### src/rtl/b64u_pkg.sv
package b64u_pkg;

  localparam int unsigned MaxRes = 4;
  localparam int unsigned CntW   = $clog2(MaxRes + 1);
  localparam int unsigned IdxW   = $clog2(MaxRes);

  localparam logic [7:0] ChUpperA = 8'h41;
  localparam logic [7:0] ChUpperZ = 8'h5A;
  localparam logic [7:0] ChLowerA = 8'h61;
  localparam logic [7:0] ChLowerZ = 8'h7A;
  localparam logic [7:0] ChDigit0 = 8'h30;
  localparam logic [7:0] ChDigit9 = 8'h39;
  localparam logic [7:0] ChMinus  = 8'h2D;
  localparam logic [7:0] ChPlus   = 8'h2B;
  localparam logic [7:0] ChUnder  = 8'h5F;
  localparam logic [7:0] ChSlash  = 8'h2F;
  localparam logic [7:0] ChPad    = 8'h3D;

  typedef struct packed {
    logic [7:0] data;
    logic       dvalid;
    logic       last;
  } res_t;

  typedef struct packed {
    logic [CntW-1:0]       cnt;
    res_t [MaxRes-1:0]     res;
  } batch_t;

  function automatic logic [7:0] enc_char(input logic [5:0] v);
    logic [7:0] w;
    w = {2'b00, v};
    priority if (v < 6'd26) begin
      enc_char = ChUpperA + w;
    end else if (v < 6'd52) begin
      enc_char = ChLowerA + w - 8'd26;
    end else if (v < 6'd62) begin
      enc_char = ChDigit0 + w - 8'd52;
    end else if (v == 6'd62) begin
      enc_char = ChMinus;
    end else begin
      enc_char = ChUnder;
    end
  endfunction

  function automatic logic [5:0] dec_sextet(input logic [7:0] ch);
    priority if (ch >= ChUpperA && ch <= ChUpperZ) begin
      dec_sextet = 6'(ch - ChUpperA);
    end else if (ch >= ChLowerA && ch <= ChLowerZ) begin
      dec_sextet = 6'(ch - ChLowerA + 8'd26);
    end else if (ch >= ChDigit0 && ch <= ChDigit9) begin
      dec_sextet = 6'(ch - ChDigit0 + 8'd52);
    end else if (ch == ChMinus || ch == ChPlus) begin
      dec_sextet = 6'd62;
    end else if (ch == ChUnder || ch == ChSlash) begin
      dec_sextet = 6'd63;
    end else begin
      dec_sextet = 6'd0;
    end
  endfunction

endpackage

### src/rtl/b64u_engine.sv
module b64u_engine import b64u_pkg::*; (
  input  logic       clk_i,
  input  logic       rst_ni,
  input  logic       cfg_wen_i,
  input  logic       cfg_wdata_i,
  input  logic       commit_i,
  input  logic [7:0] data_i,
  input  logic       last_i,
  output batch_t     batch_o
);

  logic       mode_q;
  logic [5:0] left_q, left_d;
  logic [2:0] bc_q, bc_d;
  logic [1:0] ph_q, ph_d;
  logic       stop_q, stop_d;

  always_comb begin
    logic [13:0] acc_e;
    logic [11:0] acc_d;
    logic [3:0]  nb;
    logic [3:0]  sh;
    logic [5:0]  rem;
    logic [1:0]  ph;
    logic        stop;
    batch_t      b;

    b     = '0;
    left_d = left_q;
    bc_d   = bc_q;
    ph_d   = ph_q;
    stop_d = stop_q;
    acc_e  = {left_q, data_i};
    acc_d  = {left_q, dec_sextet(data_i)};
    ph     = ph_q;
    stop   = stop_q;
    rem    = '0;
    sh     = '0;
    nb     = '0;

    if (!mode_q) begin
      nb = 4'({1'b0, bc_q}) + 4'd8;
      sh = nb - 4'd6;
      if (b.cnt < CntW'(MaxRes)) begin
        b.res[b.cnt[IdxW-1:0]] = '{data: enc_char(6'(acc_e >> sh)), dvalid: 1'b1, last: 1'b0};
        b.cnt = b.cnt + 1'b1;
      end
      ph = ph + 2'd1;
      nb = sh;
      if (nb >= 4'd6) begin
        sh = nb - 4'd6;
        if (b.cnt < CntW'(MaxRes)) begin
          b.res[b.cnt[IdxW-1:0]] = '{data: enc_char(6'(acc_e >> sh)), dvalid: 1'b1,
                                     last: 1'b0};
          b.cnt = b.cnt + 1'b1;
        end
        ph = ph + 2'd1;
        nb = sh;
      end
      rem = 6'(acc_e & ((14'd1 << nb) - 14'd1));
      if (last_i) begin
        if (nb != 4'd0) begin
          if (b.cnt < CntW'(MaxRes)) begin
            b.res[b.cnt[IdxW-1:0]] = '{data: enc_char(6'(rem << (4'd6 - nb))), dvalid: 1'b1,
                                       last: 1'b0};
            b.cnt = b.cnt + 1'b1;
          end
          ph = ph + 2'd1;
        end
        for (int i = 0; i < 3; i++) begin
          if (ph != 2'd0) begin
            if (b.cnt < CntW'(MaxRes)) begin
              b.res[b.cnt[IdxW-1:0]] = '{data: ChPad, dvalid: 1'b1, last: 1'b0};
              b.cnt = b.cnt + 1'b1;
            end
            ph = ph + 2'd1;
          end
        end
        if (b.cnt != '0) begin
          b.res[IdxW'(b.cnt - 1'b1)].last = 1'b1;
        end
        left_d = '0;
        bc_d   = '0;
        ph_d   = '0;
        stop_d = 1'b0;
      end else begin
        left_d = rem;
        bc_d   = nb[2:0];
        ph_d   = ph;
      end
    end else begin
      stop = stop_q | (data_i == ChPad);
      if (!stop) begin
        nb = 4'({1'b0, bc_q}) + 4'd6;
        if (nb >= 4'd8) begin
          nb = nb - 4'd8;
          b.res[0] = '{data: 8'(acc_d >> nb), dvalid: 1'b1, last: 1'b0};
          b.cnt    = CntW'(1);
        end
        left_d = 6'(acc_d & ((12'd1 << nb) - 12'd1));
        bc_d   = nb[2:0];
      end
      stop_d = stop;
      if (last_i) begin
        if (b.cnt != '0) begin
          b.res[0].last = 1'b1;
        end else begin
          b.res[0] = '{data: 8'd0, dvalid: 1'b0, last: 1'b1};
          b.cnt    = CntW'(1);
        end
        left_d = '0;
        bc_d   = '0;
        ph_d   = '0;
        stop_d = 1'b0;
      end
    end
    batch_o = b;
  end

  always_ff @(posedge clk_i or negedge rst_ni) begin
    if (!rst_ni) begin
      mode_q <= 1'b0;
      left_q <= '0;
      bc_q   <= '0;
      ph_q   <= '0;
      stop_q <= 1'b0;
    end else if (cfg_wen_i) begin
      mode_q <= cfg_wdata_i;
      left_q <= '0;
      bc_q   <= '0;
      ph_q   <= '0;
      stop_q <= 1'b0;
    end else if (commit_i) begin
      left_q <= left_d;
      bc_q   <= bc_d;
      ph_q   <= ph_d;
      stop_q <= stop_d;
    end
  end

endmodule

### src/rtl/b64u_outq.sv
module b64u_outq import b64u_pkg::*; (
  input  logic   clk_i,
  input  logic   rst_ni,
  input  logic   load_i,
  input  batch_t batch_i,
  input  logic   ready_i,
  output logic   can_load_o,
  output logic   valid_o,
  output res_t   res_o
);

  res_t [MaxRes-1:0] slot_q;
  logic [CntW-1:0]   cnt_q;
  logic              pop;

  assign valid_o    = (cnt_q != '0);
  assign pop        = valid_o && ready_i;
  assign res_o      = slot_q[0];
  assign can_load_o = (cnt_q == '0) || ((cnt_q == CntW'(1)) && ready_i);

  always_ff @(posedge clk_i or negedge rst_ni) begin
    if (!rst_ni) begin
      cnt_q <= '0;
    end else if (load_i) begin
      cnt_q <= batch_i.cnt;
    end else if (pop) begin
      cnt_q <= cnt_q - 1'b1;
    end
  end

  always_ff @(posedge clk_i) begin
    if (load_i) begin
      slot_q <= batch_i.res;
    end else if (pop) begin
      for (int i = 0; i < MaxRes - 1; i++) begin
        slot_q[i] <= slot_q[i+1];
      end
    end
  end

endmodule

### src/rtl/base64url_codec.sv
// channel   | dir | tdata               | tuser      | tlast
// s_axis    | in  | [7:0] data_in       | -          | last_in
// m_axis    | out | [7:0] data_out      | data_valid | last_out
// cfg       | in  | cfg_wdata_i = decode_mode, written when cfg_wen_i is high
// An item holds the output queue until its results are taken (1-2 per byte
// when encoding, up to 4 on the final byte; 0-1 when decoding), so one item a
// cycle when each yields at most one result and m_axis does not stall. Reset
// clears the stream state; mode resets to encode.
// A stall on m_axis backs up through the queue into s_axis_tready.
module base64url_codec import b64u_pkg::*; (
  input  logic       clk_i,
  input  logic       rst_ni,
  input  logic       cfg_wen_i,
  input  logic       cfg_wdata_i,
  input  logic       s_axis_tvalid,
  output logic       s_axis_tready,
  input  logic [7:0] s_axis_tdata,   // [7:0] data_in
  input  logic       s_axis_tlast,
  output logic       m_axis_tvalid,
  input  logic       m_axis_tready,
  output logic [7:0] m_axis_tdata,   // [7:0] data_out
  output logic       m_axis_tuser,   // [0] data_valid
  output logic       m_axis_tlast
);

  logic       in_valid_q;
  logic [7:0] in_data_q;
  logic       in_last_q;
  logic       can_load;
  logic       commit;
  batch_t     batch;
  res_t       res;

  assign commit        = in_valid_q && can_load;
  assign s_axis_tready = !in_valid_q || commit;

  always_ff @(posedge clk_i or negedge rst_ni) begin
    if (!rst_ni) begin
      in_valid_q <= 1'b0;
    end else if (s_axis_tvalid && s_axis_tready) begin
      in_valid_q <= 1'b1;
    end else if (commit) begin
      in_valid_q <= 1'b0;
    end
  end

  always_ff @(posedge clk_i) begin
    if (s_axis_tvalid && s_axis_tready) begin
      in_data_q <= s_axis_tdata;
      in_last_q <= s_axis_tlast;
    end
  end

  b64u_engine u_engine (
    .clk_i      (clk_i),
    .rst_ni     (rst_ni),
    .cfg_wen_i  (cfg_wen_i),
    .cfg_wdata_i(cfg_wdata_i),
    .commit_i   (commit),
    .data_i     (in_data_q),
    .last_i     (in_last_q),
    .batch_o    (batch)
  );

  b64u_outq u_outq (
    .clk_i     (clk_i),
    .rst_ni    (rst_ni),
    .load_i    (commit),
    .batch_i   (batch),
    .ready_i   (m_axis_tready),
    .can_load_o(can_load),
    .valid_o   (m_axis_tvalid),
    .res_o     (res)
  );

  assign m_axis_tdata = res.data;
  assign m_axis_tuser = res.dvalid;
  assign m_axis_tlast = res.last;

endmodule

### config.mk
export PLATFORM = sky130hd
export DESIGN_NAME = base64url_codec
export DESIGN_NICKNAME = d
export VERILOG_FILES = /design/src/rtl/b64u_pkg.sv /design/src/rtl/b64u_engine.sv /design/src/rtl/b64u_outq.sv /design/src/rtl/base64url_codec.sv
export SDC_FILE = /design/constraint.sdc
export NUM_CORES = 1
export LEC_CHECK = 0
export BUFFER_PORTS_ARGS = -buffer_cell sky130_fd_sc_hd__buf_2
export CORE_UTILIZATION = 60
export CTS_BUF_LIST = sky130_fd_sc_hd__clkbuf_16
export CTS_CLUSTER_DIAMETER = 200
export DETAILED_ROUTE_END_ITERATION = 6
export PLACE_DENSITY = 0.78
export SKIP_CTS_REPAIR_TIMING = 1
export SYNTH_ARGS = -nofsm -noshare
export SYNTH_HDL_FRONTEND = slang
export SYNTH_SLANG_ARGS = --single-unit
### constraint.sdc
create_clock -name clk_i -period 6.86 [get_ports clk_i]
set_input_delay 1.372 -clock clk_i [delete_from_list [all_inputs] [get_ports clk_i]]
set_output_delay 1.372 -clock clk_i [all_outputs]
set_load 0.1 [all_outputs]
==> qor.tcl <==
set qor(grt_max_degree) 46
set qor(cts.htree.levels) 3
set qor(io_pins) 27
set qor(total_count_of_max_transition_violations_in_the_final_report) 0
set qor(finish.instance_area_mm2) 0.00686
set qor(insertedDiodeCount) 0
set qor(clock_skew_ps) 11.9
set qor(sequential_share_of_the_synthesized_area) 0.252
set qor(hold_viol_final) 0
set qor(cts_tree) {built}
set qor(synthCells) 752
set qor(cellLeakagePower_uw) 0.00278
set qor(kind_of_path_behind_the_tightest_hold_check) {flop to flop}
set qor(layout_commonest_cell) {sky130_fd_sc_hd__nand2_1}
set qor(vias) 5938
set qor(placementRows) 37
set qor(worst_skew_pair.late_latency_ps) 330
set qor(detail_route.vias_per_cell) 6.72
set qor(outcome) {finished clean}
set qor(globalRoute.totalOverflow) 0
set qor(final.period_utilization) 0.830
set qor(yosys_most_used_dff) {sky130_fd_sc_hd__edfxtp_1}
set qor(die_outline_area_mm2) 0.0112
set qor(portBuffers) 26
set qor(final_cell_mix) {sky130_fd_sc_hd__nand2_1 (76), sky130_fd_sc_hd__ha_1 (62), sky130_fd_sc_hd__nor2_1 (50)}
set qor(startpoint_type_of_the_worst_setup_path) {flop}
set qor(placed_cells) 868
set qor(maxSlewHeadroom) 0.173
set qor(clock-root-buffer) {sky130_fd_sc_hd__clkbuf_16}
set qor(timing.max_cap.violations) 0
set qor(core-area_mm2) 0.0104
set qor(drc_errors) 0
set qor(finalHoldWorstSlack_ps) 531
set qor(grtUsageTotal) 0.327
set qor(endpoint_kind) {flop}
set qor(critical_path_peak_fanout) 45
set qor(die_x_um) 106
set qor(cts_inserted_buffers) 9
set qor(cts_num_sinks) 57
set qor(synth.distinct_cells) 94
set qor(areaGrowthSynthToFinish_pct) 5.85
set qor(fin_nets) 821
set qor(yosys_register_bits) 57
set qor(grt_first_pass_wirelength_um) 28600
set qor(place.detailed.hpwl_um) 13100
set qor(gp_congestion) 1.00
set qor(clk_transition_reported_paths_ps) 60
set qor(netlist.area_leader.share) 0.190
set qor(post_synth_instance_area_mm2) 0.00648
set qor(final.setup.tns_ps) 0
set qor(ant_nets) 0
set qor(cts_max_path_buffers) 2
set qor(synth-warning-count) 0
set qor(power_density_mw_per_mm2) 559
set qor(post_route_cells_drive_above_1_share) 0.122
set qor(cp_data_arrival_time_ps) 5740
set qor(start_util) 0.622
set qor(synth_area_leaders) {sky130_fd_sc_hd__edfxtp_1 (19%), sky130_fd_sc_hd__ha_1 (12%), sky130_fd_sc_hd__dfrtp_1 (6.2%)}
set qor(setup_violations) 0
set qor(final_non_filler_cells) 884
set qor(top_routing_layer_in_use) {met4}
set qor(ir_drop_worst_vdd_uv) 462
set qor(crit_required_ps) 6910
set qor(worstSetupPathType) {flop to flop}
set qor(achievable-frequency_mhz) 176
set qor(routed_length_on_met1_um) 7600
set qor(placed_cell_area_mm2) 0.00651
set qor(dr.pass1.iters) 5
set qor(die_h_um) 106
set qor(met3_wire_length_um) 1650
set qor(synth_area_per_cell_um2) 8.61
set qor(synth_largest_area_cell) {sky130_fd_sc_hd__edfxtp_1}
set qor(async_reset_ff_frac) 0.281
set qor(route.detailed.wl_per_inst_um) 20.3
set qor(via_count_of_the_first_global_routing_pass) 5486
set qor(unrepaired_setup_endpoints_after_global_routing) {false}
set qor(drt_iter0_markers) 651
set qor(dr_wl_met2_um) 8060
set qor(min_period_ps) 5690
set qor(worst_slew_pin_slew_ps) 1240
set qor(number_of_antenna_violations_at_the_first_check_in_global_routing) 0
set qor(routed_wirelength_um) 17900
set qor(synth-edff-count) 41
[stage by stage]
step	util	setup slack [ps]	power (uW)
6_report	0.658	1170	3830
5_1_grt	0.658	712	4100
4_1_cts	0.658	1240	3780
3_5_place_dp	0.625	1250	3230
3_3_place_gp	0.625	1600	3180
2_1_floorplan	-	1730	2750
[cell families after synthesis]
group / after synthesis / synth area share
mux: 37 / 0.0757
compound gates: 213 / 0.239
xor+xnor: 22 / 0.0297
buf+inv: 103 / 0.0769
simple gates: 256 / 0.203
other cells: 1 / 0.000579
fa+ha+maj: 63 / 0.123
flops: 57 / 0.252
[cell usage after synthesis (5+ instances only)]
master and n:
sky130_fd_sc_hd__a31oi_1 15, sky130_fd_sc_hd__and3_1 7, sky130_fd_sc_hd__nand2b_1 17, sky130_fd_sc_hd__mux4_2 8, sky130_fd_sc_hd__inv_1 49, sky130_fd_sc_hd__nor2b_1 11, sky130_fd_sc_hd__mux2_2 9, sky130_fd_sc_hd__dfrtp_1 16
sky130_fd_sc_hd__o21ai_0 36, sky130_fd_sc_hd__clkbuf_1 15, sky130_fd_sc_hd__nor3_1 16, sky130_fd_sc_hd__o22ai_1 7, sky130_fd_sc_hd__xnor2_1 18, sky130_fd_sc_hd__ha_1 62, sky130_fd_sc_hd__or3_1 9, sky130_fd_sc_hd__a211oi_1 11
sky130_fd_sc_hd__a21oi_1 39, sky130_fd_sc_hd__nand2_1 76, sky130_fd_sc_hd__and2_1 10, sky130_fd_sc_hd__nand3b_1 6, sky130_fd_sc_hd__o221ai_1 5, sky130_fd_sc_hd__o21a_1 8, sky130_fd_sc_hd__buf_2 13, sky130_fd_sc_hd__a22o_1 5
sky130_fd_sc_hd__buf_4 13, sky130_fd_sc_hd__nand3_1 16, sky130_fd_sc_hd__o2111ai_1 5, sky130_fd_sc_hd__nor2_1 50, sky130_fd_sc_hd__o211ai_1 10, sky130_fd_sc_hd__o31ai_1 8, sky130_fd_sc_hd__nor4_1 5, sky130_fd_sc_hd__edfxtp_1 41
sky130_fd_sc_hd__nand4_1 6, sky130_fd_sc_hd__mux2i_1 18
[sequential cells by signal, indices dropped and copies added (netlist names)]
register         cells
u_outq.slot_q       22
u_engine.stop_q      1
u_outq.cnt_q         3
u_engine.bc_q        2
u_outq.res_o        10
u_engine.ph_q        2
in_last_q            1
u_engine.left_q      6
in_data_q            8
u_engine.mode_q      1
in_valid_q           1
[metal layers]
metal / vias to the layer above / global-route usage
met5: - / 0
met4: 0 / 0.137
met3: 56 / 0.0650
met2: 331 / 0.510
met1: 2795 / 0.443
li1: 2756 / -
[critical path, cell delays in order, from the launching register on]
cell	delay [ps]
sky130_fd_sc_hd__dfrtp_2	350
sky130_fd_sc_hd__buf_4	460
sky130_fd_sc_hd__ha_1	480
sky130_fd_sc_hd__inv_1	150
sky130_fd_sc_hd__ha_1	240
sky130_fd_sc_hd__nand2b_1	190
sky130_fd_sc_hd__inv_1	310
sky130_fd_sc_hd__nor2_1	270
sky130_fd_sc_hd__nor2_1	80
sky130_fd_sc_hd__xnor2_1	200
sky130_fd_sc_hd__ha_1	340
sky130_fd_sc_hd__fa_1	520
sky130_fd_sc_hd__xnor2_1	230
sky130_fd_sc_hd__ha_1	210
sky130_fd_sc_hd__nand2_1	60
sky130_fd_sc_hd__nor3_1	50
sky130_fd_sc_hd__o21ai_0	490
sky130_fd_sc_hd__o21ai_0	180
sky130_fd_sc_hd__o41ai_1	420
sky130_fd_sc_hd__o311ai_1	160
[final timing paths]
kind,endpoint,slack [ps],startpoint,cells after the start
worst min register to register,u_outq.res_o[0],530,u_outq.slot_q[10],2
max in group asynchronous,u_engine.bc_q[1],5560,rst_ni,1
min in group asynchronous,u_engine.left_q[4],970,rst_ni,1
worst min-delay path,u_outq.res_o[0],530,u_outq.slot_q[10],2
worst max register to register,u_outq.res_o[5],1170,u_engine.bc_q[1],19
worst max-delay path,u_outq.res_o[5],1170,u_engine.bc_q[1],19
[cell type report]
cell class                 count  area (um^2)
clock buffer                   9          225
clock inverter                 7          125
fill                         860         3560
inverter                      53          199
multi-input combinational    593         4350
sequential                    57         1630
tap                          136          170
timing repair buffer          29          153
[power breakdown]
part / internal, uW / switching, uW / leakage, uW
Combinational: 871 / 1750 / 0.00200
Clock: 358 / 176 / 0.000171
Sequential: 555 / 120 / 0.000612
(Power assumes the default switching activity.)
